### src/rtl/assert_macros.svh
// Assertion macros used by the RTL of the whole-word occurrence counter.
// Each macro expects signals named clk and rst_n in the enclosing module.
`ifndef ASSERT_MACROS_SVH
`define ASSERT_MACROS_SVH

// Property checked on every rising clock edge outside reset.
`define WWOC_ASSERT(label, prop, msg) \
  label: assert property (@(posedge clk) disable iff (!rst_n) (prop)) \
    else $error(msg);

// Antecedent in one cycle implies consequent in the next.
`define WWOC_ASSERT_NEXT(label, ante, cons, msg) \
  label: assert property (@(posedge clk) disable iff (!rst_n) (ante) |=> (cons)) \
    else $error(msg);

`endif

### src/rtl/wwoc_pkg.sv
// Package for the whole-word occurrence counter: types, constants and
// the character-class function. No dependencies.
`default_nettype none

package wwoc_pkg;

  // Parameter defaults
  localparam int KEY_MAX_BYTES_DEF = 8;
  localparam int COUNT_BITS_DEF    = 24;

  // Fixed field widths
  localparam int TEXT_W      = 8;
  localparam int LEN_W       = 4;
  localparam int CFG_DATA_W  = 64;
  localparam int OUT_COUNT_W = 24;

  // Saturation points of the small text counters
  localparam logic [LEN_W-1:0] SEEN_SAT  = 4'd15;
  localparam logic [LEN_W-1:0] SINCE_SAT = 4'd9;

  // Configuration register indexes
  typedef enum logic {
    CFG_KEYWORD_BYTES  = 1'b0,
    CFG_KEYWORD_LENGTH = 1'b1
  } cfg_reg_t;

  // Per-cell status handed to the match logic
  typedef struct packed {
    logic key_eq;
    logic alnum;
  } cell_flags_t;

  // One result word
  typedef struct packed {
    logic                   last;
    logic                   confirmed;
    logic [OUT_COUNT_W-1:0] count;
  } result_t;

  // ASCII letter or digit
  function automatic logic is_alnum(input logic [TEXT_W-1:0] c);
    return c inside {[8'd48:8'd57], [8'd65:8'd90], [8'd97:8'd122]};
  endfunction

endpackage

`default_nettype wire

### src/rtl/whole_word_occurrence_count_core.sv
// Whole-word keyword occurrence counter, top level.
// Result word is registered in the output buffer: the main register, or the skid register when the output stalls.
// Throughput: one text byte per cycle while the skid register is empty (in_tready is low while it holds a word);
// the row of window cells compares all keyword positions in the accepting cycle, with a two-deep output buffer.
// Reset (rst_n low, synchronous): text state and count cleared, keyword regs zero.
// Uses wwoc_pkg, wwoc_cell and assert_macros.svh.
`default_nettype none

`include "assert_macros.svh"

module whole_word_occurrence_count_core #(
  parameter int KEY_MAX_BYTES = wwoc_pkg::KEY_MAX_BYTES_DEF,
  parameter int COUNT_BITS    = wwoc_pkg::COUNT_BITS_DEF
) (
  input  wire logic                             clk,
  input  wire logic                             rst_n,
  // text input
  input  wire logic                             in_tvalid,
  output logic                                  in_tready,
  input  wire logic [wwoc_pkg::TEXT_W-1:0]      in_tdata,   // [7:0] text_byte
  input  wire logic                             in_tlast,   // last_byte
  // result output
  output logic                                  out_tvalid,
  input  wire logic                             out_tready,
  output logic [wwoc_pkg::OUT_COUNT_W-1:0]      out_tdata,  // [23:0] occurrence_count
  output logic                                  out_tuser,  // [0] match_confirmed
  output logic                                  out_tlast,  // end_of_text
  // configuration writes
  input  wire logic                             cfg_valid,
  output logic                                  cfg_ready,
  input  wire wwoc_pkg::cfg_reg_t               cfg_index,
  input  wire logic [wwoc_pkg::CFG_DATA_W-1:0]  cfg_data
);
  import wwoc_pkg::*;

  localparam int DEPTH    = KEY_MAX_BYTES + 1;
  localparam int KEY_BITS = 8 * KEY_MAX_BYTES;
  localparam int SEL_W    = $clog2(DEPTH);
  localparam int CNT_KEEP = (COUNT_BITS < OUT_COUNT_W) ? COUNT_BITS : OUT_COUNT_W;
  localparam logic [COUNT_BITS-1:0] COUNT_MAX = '1;

  // Configuration registers
  logic [KEY_BITS-1:0] keyword_bytes_r;
  logic [LEN_W-1:0]    keyword_length_r;

  // Text state
  logic [LEN_W-1:0]      seen_r, seen_nxt;
  logic [LEN_W-1:0]      since_r, since_nxt;
  logic                  pending_r, pending_nxt;
  logic [COUNT_BITS-1:0] count_r, count_nxt;

  // Output buffer
  result_t main_r, main_nxt, skid_r, skid_nxt;
  logic    main_v_r, main_v_nxt, skid_v_r, skid_v_nxt;

  logic in_acc;
  logic [LEN_W-1:0] len_c;

  // Cell row signals
  logic [TEXT_W-1:0] win_d   [DEPTH];
  logic [TEXT_W-1:0] win_q   [DEPTH];
  logic [TEXT_W-1:0] key_sel [DEPTH];
  logic [DEPTH-1:0]  active_v;
  logic [DEPTH-1:0]  eq_v;
  logic [DEPTH-1:0]  alnum_v;
  cell_flags_t       flags   [DEPTH];

  // Match datapath
  logic [LEN_W-1:0]      since_a, since_b, seen_b;
  logic                  conf_pend, conf_last, cand, before_alnum;
  logic [COUNT_BITS:0]   count_sum;
  logic [COUNT_BITS-1:0] count_new;
  result_t               res;

  assign in_tready = !skid_v_r;
  assign in_acc    = in_tvalid && in_tready;
  assign cfg_ready = 1'b1;

  // Configuration write port
  always_ff @(posedge clk) begin
    if (!rst_n) begin
      keyword_bytes_r  <= '0;
      keyword_length_r <= '0;
    end else if (cfg_valid) begin
      case (cfg_index)
        CFG_KEYWORD_BYTES:  keyword_bytes_r  <= cfg_data[KEY_BITS-1:0];
        CFG_KEYWORD_LENGTH: keyword_length_r <= cfg_data[LEN_W-1:0];
        default: ;
      endcase
    end
  end

  // Keyword length clamped to KEY_MAX_BYTES
  assign len_c = (keyword_length_r > LEN_W'(KEY_MAX_BYTES)) ?
                 LEN_W'(KEY_MAX_BYTES) : keyword_length_r;

  // Cell i sees the i-th newest byte, matched against keyword byte len-1-i
  always_comb begin
    for (int i = 0; i < DEPTH; i++) begin
      key_sel[i]  = '0;
      active_v[i] = (LEN_W'(i) < len_c);
      for (int j = 0; j < KEY_MAX_BYTES; j++) begin
        if (j + i + 1 == int'(len_c)) key_sel[i] = keyword_bytes_r[8*j +: 8];
      end
    end
  end

  // Row of window cells
  for (genvar i = 0; i < DEPTH; i++) begin : g_cell
    if (i == 0) begin : g_head
      assign win_d[i] = in_tdata;
    end else begin : g_body
      assign win_d[i] = win_q[i-1];
    end

    wwoc_cell u_cell (
      .clk      (clk),
      .shift_en (in_acc),
      .d        (win_d[i]),
      .key      (key_sel[i]),
      .active   (active_v[i]),
      .q        (win_q[i]),
      .flags    (flags[i])
    );

    assign eq_v[i]    = flags[i].key_eq;
    assign alnum_v[i] = flags[i].alnum;
  end

  // Candidate check and count update
  always_comb begin
    conf_pend    = pending_r && !alnum_v[0];
    since_a      = conf_pend ? '0 : since_r;
    since_b      = (since_a < SINCE_SAT) ? since_a + LEN_W'(1) : since_a;
    seen_b       = (seen_r < SEEN_SAT) ? seen_r + LEN_W'(1) : seen_r;
    before_alnum = alnum_v[len_c[SEL_W-1:0]];
    cand = (len_c != '0) && (seen_b >= len_c) && (since_b >= len_c) && (&eq_v) &&
           ((seen_b == len_c) || !before_alnum);
    conf_last = cand && in_tlast;

    count_sum = {1'b0, count_r} + (COUNT_BITS+1)'(conf_pend) + (COUNT_BITS+1)'(conf_last);
    count_new = (count_sum > {1'b0, COUNT_MAX}) ? COUNT_MAX : count_sum[COUNT_BITS-1:0];

    res.count     = OUT_COUNT_W'(count_new[CNT_KEEP-1:0]);
    res.confirmed = conf_pend || conf_last;
    res.last      = in_tlast;
  end

  // Text state next value; end of text returns everything to reset
  always_comb begin
    seen_nxt    = seen_r;
    since_nxt   = since_r;
    pending_nxt = pending_r;
    count_nxt   = count_r;
    if (in_acc) begin
      if (in_tlast) begin
        seen_nxt    = '0;
        since_nxt   = SINCE_SAT;
        pending_nxt = 1'b0;
        count_nxt   = '0;
      end else begin
        seen_nxt    = seen_b;
        since_nxt   = since_b;
        pending_nxt = cand;
        count_nxt   = count_new;
      end
    end
  end

  always_ff @(posedge clk) begin
    if (!rst_n) begin
      seen_r    <= '0;
      since_r   <= SINCE_SAT;
      pending_r <= 1'b0;
      count_r   <= '0;
    end else begin
      seen_r    <= seen_nxt;
      since_r   <= since_nxt;
      pending_r <= pending_nxt;
      count_r   <= count_nxt;
    end
  end

  // Output register with skid stage
  always_comb begin
    main_nxt   = main_r;
    main_v_nxt = main_v_r;
    skid_nxt   = skid_r;
    skid_v_nxt = skid_v_r;
    if (!main_v_r || out_tready) begin
      if (skid_v_r) begin
        main_nxt   = skid_r;
        main_v_nxt = 1'b1;
        skid_v_nxt = 1'b0;
      end else begin
        main_nxt   = res;
        main_v_nxt = in_acc;
      end
    end else if (in_acc) begin
      skid_nxt   = res;
      skid_v_nxt = 1'b1;
    end
  end

  always_ff @(posedge clk) begin
    main_r <= main_nxt;
    skid_r <= skid_nxt;
  end

  always_ff @(posedge clk) begin
    if (!rst_n) begin
      main_v_r <= 1'b0;
      skid_v_r <= 1'b0;
    end else begin
      main_v_r <= main_v_nxt;
      skid_v_r <= skid_v_nxt;
    end
  end

  assign out_tvalid = main_v_r;
  assign out_tdata  = main_r.count;
  assign out_tuser  = main_r.confirmed;
  assign out_tlast  = main_r.last;

  // Checks
  `WWOC_ASSERT(a_skid_behind_main, !skid_v_r || main_v_r, "skid word without output word")
  `WWOC_ASSERT_NEXT(a_last_clears, in_acc && in_tlast,
    !pending_r && (count_r == '0) && (seen_r == '0), "text state not cleared after last word")
  `WWOC_ASSERT(a_fresh_text, (seen_r != '0) || ((since_r == SINCE_SAT) && !pending_r),
    "fresh text with stale match state")

endmodule

`default_nettype wire

### src/rtl/wwoc_cell.sv
// One window cell: holds one recent text byte, compares the byte it is
// about to load against its keyword byte. Depends on wwoc_pkg.
`default_nettype none

module wwoc_cell (
  input  wire logic                         clk,
  input  wire logic                         shift_en,
  input  wire logic [wwoc_pkg::TEXT_W-1:0]  d,
  input  wire logic [wwoc_pkg::TEXT_W-1:0]  key,
  input  wire logic                         active,
  output logic      [wwoc_pkg::TEXT_W-1:0]  q,
  output wwoc_pkg::cell_flags_t             flags
);
  import wwoc_pkg::*;

  logic [TEXT_W-1:0] q_r;
  logic [TEXT_W-1:0] q_nxt;

  // Shift stage: take the input byte (head cell) or the neighbor's byte on every accepted word
  always_comb begin
    q_nxt = shift_en ? d : q_r;
  end

  always_ff @(posedge clk) begin
    q_r <= q_nxt;
  end

  assign q = q_r;

  // Status of the incoming byte; an inactive cell never blocks a match
  always_comb begin
    flags.key_eq = !active || (d == key);
    flags.alnum  = is_alnum(d);
  end

endmodule

`default_nettype wire
### config.mk
export PLATFORM = sky130hd
export DESIGN_NAME = whole_word_occurrence_count_core
export DESIGN_NICKNAME = d
export VERILOG_FILES = /design/src/rtl/wwoc_pkg.sv /design/src/rtl/whole_word_occurrence_count_core.sv /design/src/rtl/wwoc_cell.sv
export VERILOG_INCLUDE_DIRS = /design/src /design/src/rtl
export SDC_FILE = /design/constraint.sdc
export NUM_CORES = 1
export LEC_CHECK = 0
export BUFFER_PORTS_ARGS = -buffer_cell sky130_fd_sc_hd__buf_2
export CAP_MARGIN = 20
export CORE_MARGIN = 3
export CORE_UTILIZATION = 40
export CTS_CLUSTER_DIAMETER = 80
export CTS_CLUSTER_SIZE = 30
export DETAILED_ROUTE_END_ITERATION = 12
export RECOVER_POWER = 50
export SYNTH_ARGS = -nofsm -noshare
export SYNTH_HDL_FRONTEND = slang
export SYNTH_HIERARCHICAL = 1
export SYNTH_SLANG_ARGS = --single-unit
### constraint.sdc
create_clock -name clk -period 7.25 [get_ports clk]
set_input_delay 0.3625 -clock clk [delete_from_list [all_inputs] [get_ports clk]]
set_output_delay 0.3625 -clock clk [all_outputs]
set_load 0.005 [all_outputs]
Yosys cells after proc, flatten, opt, wreduce, memory -nomap -nowiden. Cells that the tools add are included.

Flip-flop bits (word level): 219. Logic and storage cells: 282. Input port bits: 79. Output and inout bits: 29.

Mux-type cells: 84. Reduce and logical (&&, ||, !) cells: 74. Eq/ne operators: 25. Add/subtract/negate cells: 4. Bitwise gates (word level): 3. Order comparisons: 70.

Operators by type and width (number): 2-to-1 mux 8 bit (71); >= comparator 8 x 7 -> 1 bit (second input constant) (18); <= comparator 8 x 7 -> 1 bit (second input constant) (18); == test 8 bit (9); >= comparator 8 x 6 -> 1 bit (second input constant) (9); <= comparator 8 x 6 -> 1 bit (second input constant) (9); 2-to-1 mux 24 bit (2); logical AND 1 bit (34); == test 4 bit (first input constant) (8); nonzero test 3 bit (9); 2-to-1 mux 26 bit (1); adder 24 x 1 -> 25 bit (1); adder 25 x 1 -> 25 bit (1); greater-than comparator 25 x 24 -> 1 bit (second input constant) (1); 2-to-1 mux 4 bit (6); == test 3 x 4 -> 1 bit (first input constant) (4); less-than comparator 3 x 4 -> 1 bit (first input constant) (4); zero test 1 bit (13); logical OR 1 bit (12); AND reduction 9 bit (1); adder 4 x 1 -> 4 bit (second input constant) (2); == test 2 x 4 -> 1 bit (first input constant) (2); >= comparator 4 bit (2); less-than comparator 1 x 4 -> 1 bit (first input constant) (2); 13 further kinds (21).

Logic depth before layout (Yosys ltp).
Depth after elaboration: 21. Gate-level depth with buffers: 27.

Modules after synthesis. The synthesis kept the hierarchy.

By module, submodules not included: whole_word_occurrence_count_core (times used 1, cells each 1054, area each 8893.5 sq um, sequential area each 3623.5 sq um); wwoc_cell (times used 9, cells each 25, area each 377.9 sq um, sequential area each 240.2 sq um).

Worst setup path after synthesis. OpenSTA, ideal clock, no wires.

Kind: reg2reg. From: reg keyword_length_r[2]. To: reg main_r, in the netlist out_tdata[22], data pin. Slack: 1.796 ns. Cell stages (with the launch flop): 23. Required time: 6.990 ns. Buffers on the path: 3. Clock period less this slack: 5.454 ns. Arrival: 5.194 ns. Cell sequence: dfxtp_1 nand2b_1 clkbuf_1 nor3_1 clkbuf_1 a222oi_1 a21o_1 a221oi_1 xnor2_1 nand4_1 o21ai_0 o2111ai_1 nor4_1 nand4_1 inv_1 fa_1 ha_1 nand3_2 or4_1 buf_2 nor3_1 mux2_2 mux2_2.

RTL lines: start: declaration (RTL line whole_word_occurrence_count_core.sv:44) `logic [LEN_W-1:0] keyword_length_r;`; start signal: assignment (RTL line whole_word_occurrence_count_core.sv:87) `CFG_KEYWORD_LENGTH: keyword_length_r <= cfg_data[LEN_W-1:0];`; end signal: assignment (RTL line whole_word_occurrence_count_core.sv:206) `main_r <= main_nxt;`; end: declaration (RTL line whole_word_occurrence_count_core.sv:53) `result_t main_r, main_nxt, skid_r, skid_nxt;`.

==> metrics.yaml <==
outcome: "finished, violations left"
violations: "max-capacitance violations, max-slew violations"
mostFrequentLayoutCells: "nand2_1, edfxtp_1, dfxtp_1"
syn_area_um2: 12100
drtPass1Iterations: 5
ctsLongestPathBuffers: 3
cts_tree: "built"
drc: 0
synth.avg_cell_area_um2: 9.48
fin_crit_ns: 6.70
die_h_um: 180
crit_required_ns: 7.70
critPathBufInv: 4
initialDrtViolationCount: 1047
totalPowerFinal_mw: 2.59
gp_congestion: 0.928
ys_warn_count: 6
io_buffer_count: 106
synth_cells: 1271
grt_max_degree: 94
cts-root-buf: "clkbuf_16"
final_nets: 1417
start_kind: "flip-flop"
grt_pass1_vias: 9551
n_antenna_cell: 0
whs_path_depth: 3
fmax_mhz: 149
routedWlPerCell_um: 20.7
hold_end: "keyword_bytes_r[22]"
crit_arrival_ns: 7.15
power_density_nw_per_um2: 193
viasPerCell: 5.83
io_pins: 108
cts_buffers: 14
fin_util: 0.460
fin_skew_ns: 0.0202
place_hpwl_mm: 24.9
crit_path_end_kind: "flip-flop"
r2r-end: "count_r[21]"
core_area_um2: 29200
crit_top_cell: "buf_4"
cts.sinks: 219
setup_viol: 0
die-area_um2: 32300
cp_cell_sequence: "buf_4 -> nand2b_1 -> nor3_1 -> buf_4 -> a222oi_1 -> a21o_1 -> a221oi_1 -> xnor2_1 -> nand4_1 -> o21ai_0 -> o2111ai_1 -> nor4_1 -> nand4_1 -> inv_1 -> fa_1 -> ha_1 -> nand3_2 -> or4_1 -> or3_2 -> buf_4 -> o31ai_1 -> a22o_1"
rows: 62
leakage_nw: 4.99
worst_pin_slew_ns: 3.66
path_depth: 22
r2r_cells: 22
grt_antenna_before_repair: 1
clkLatencyLatePin_ns: 0.50
slowest_delay_ns: 0.79
die_w_um: 180
post_cts_buffers: 0
min-delay-start: "cfg_data[22]"
fin_crit_sh: 0.924
grt.total_usage: 0.213
grt_setup_unrepaired: "no"
ir_worst_vdd_mv: 0.208
worstSetupPathType: "flip-flop to flip-flop"
cpMaxStageDelayCell: "or3_2"
hold_class: "input pin to flip-flop"
startpoint: "keyword_length_r[1]"
postRouteAntennaNets: 0
layout-drive-gt1-share: 0.146
vias: 10000
hold_ws_ns: 0.0970
tns_ns: 0
r2r-start: "keyword_length_r[1]"
area_growth_pct: 11.4
cp_top_family: "simple AND/OR/NAND/NOR gates"
n_fill_cell: 2839
htreeDepth: 1
path_clk_slew_ns: 0.10
relSlewSlack: -1.44
cap_violations: 2
drv_slew: 124
wl_mm: 35.6
grt_pass1_wl_mm: 56.4
start_util: 0.413
cp_max_fo: 30
final_common_cell: "nand2_1"
finalHoldViolations: 0
ff2ff_setup_slack_ns: 0.55
cts_hold_buf: 0
grt_overflow: 0
==> area by class of cell <==
class / instances / area (um^2) / share of cell area
sequential: 219 / 5550 / 0.413
tap: 384 / 480 / 0.0358
clock inverter: 8 / 115 / 0.00858
timing repair buffer: 131 / 686 / 0.0511
inverter: 24 / 90.1 / 0.00671
multi-input combinational: 935 / 6100 / 0.455
clock buffer: 16 / 400 / 0.0298
==> sequential cells by signal, summed over array words and instances (netlist names), 4 cells and up <==
| name | count |
|---|---|
| count_r | 24 |
| g_cell.u_cell/q | 64 |
| keyword_bytes_r | 64 |
| keyword_length_r | 4 |
| out_tdata | 24 |
| seen_r | 4 |
| since_r | 4 |
| skid_r | 26 |
==> where the power goes <==
part / internal, mW / switching, mW / total [mW]
clock: 0.430 / 0.484 / 0.914
combinational: 0.105 / 0.130 / 0.236
sequential: 1.36 / 0.0770 / 1.44
total: 1.90 / 0.692 / 2.59
==> through the flow <==
| stage | area (um^2) | setup slack, ns | std cells |
|---|---|---|---|
| floorplan | 12100 | 1.80 | 1279 |
| global placement | 12900 | 0.445 | 1693 |
| detailed placement | 12900 | 0.464 | 1693 |
| CTS | 13500 | 0.426 | 1717 |
| global route | 13400 | 0.0386 | 1717 |
| finish | 13400 | 0.553 | 1717 |
==> per-layer routing <==
| metal | vias up | wire [um] | track usage |
|---|---|---|---|
| met3 | 68 | 2360 | 0.0295 |
| met1 | 4765 | 16300 | 0.308 |
| met5 | - | 0 | 0 |
| met2 | 411 | 16000 | 0.337 |
| met4 | 0 | 1030 | 0.0572 |
| li1 | 4770 | - | - |
==> how the worst max path moves through the flow <==
stage	to
global placement	count_r[21]
finish	count_r[21]
CTS	count_r[21]
global route	count_r[17]
floorplan	out_tdata[22]
detailed placement	count_r[21]
==> tightest hold or removal path, delay by kind of cell <==
family / cells / cell delay, ns
buffers and inverters: 1 / 0.09
and+or+nand+nor: 1 / 0.04
AOI/OAI and AO/OA: 1 / 0.06
==> repair_timing <==
| item | 4_1_cts | 5_1_grt |
|---|---|---|
| endpoints found under the setup margin | 0 | 23 |
| hold endpoints to repair | 0 | 0 |
| gates resized for setup | 0 | 2 |
No activity file was read; power rests on OpenSTA's default activity.
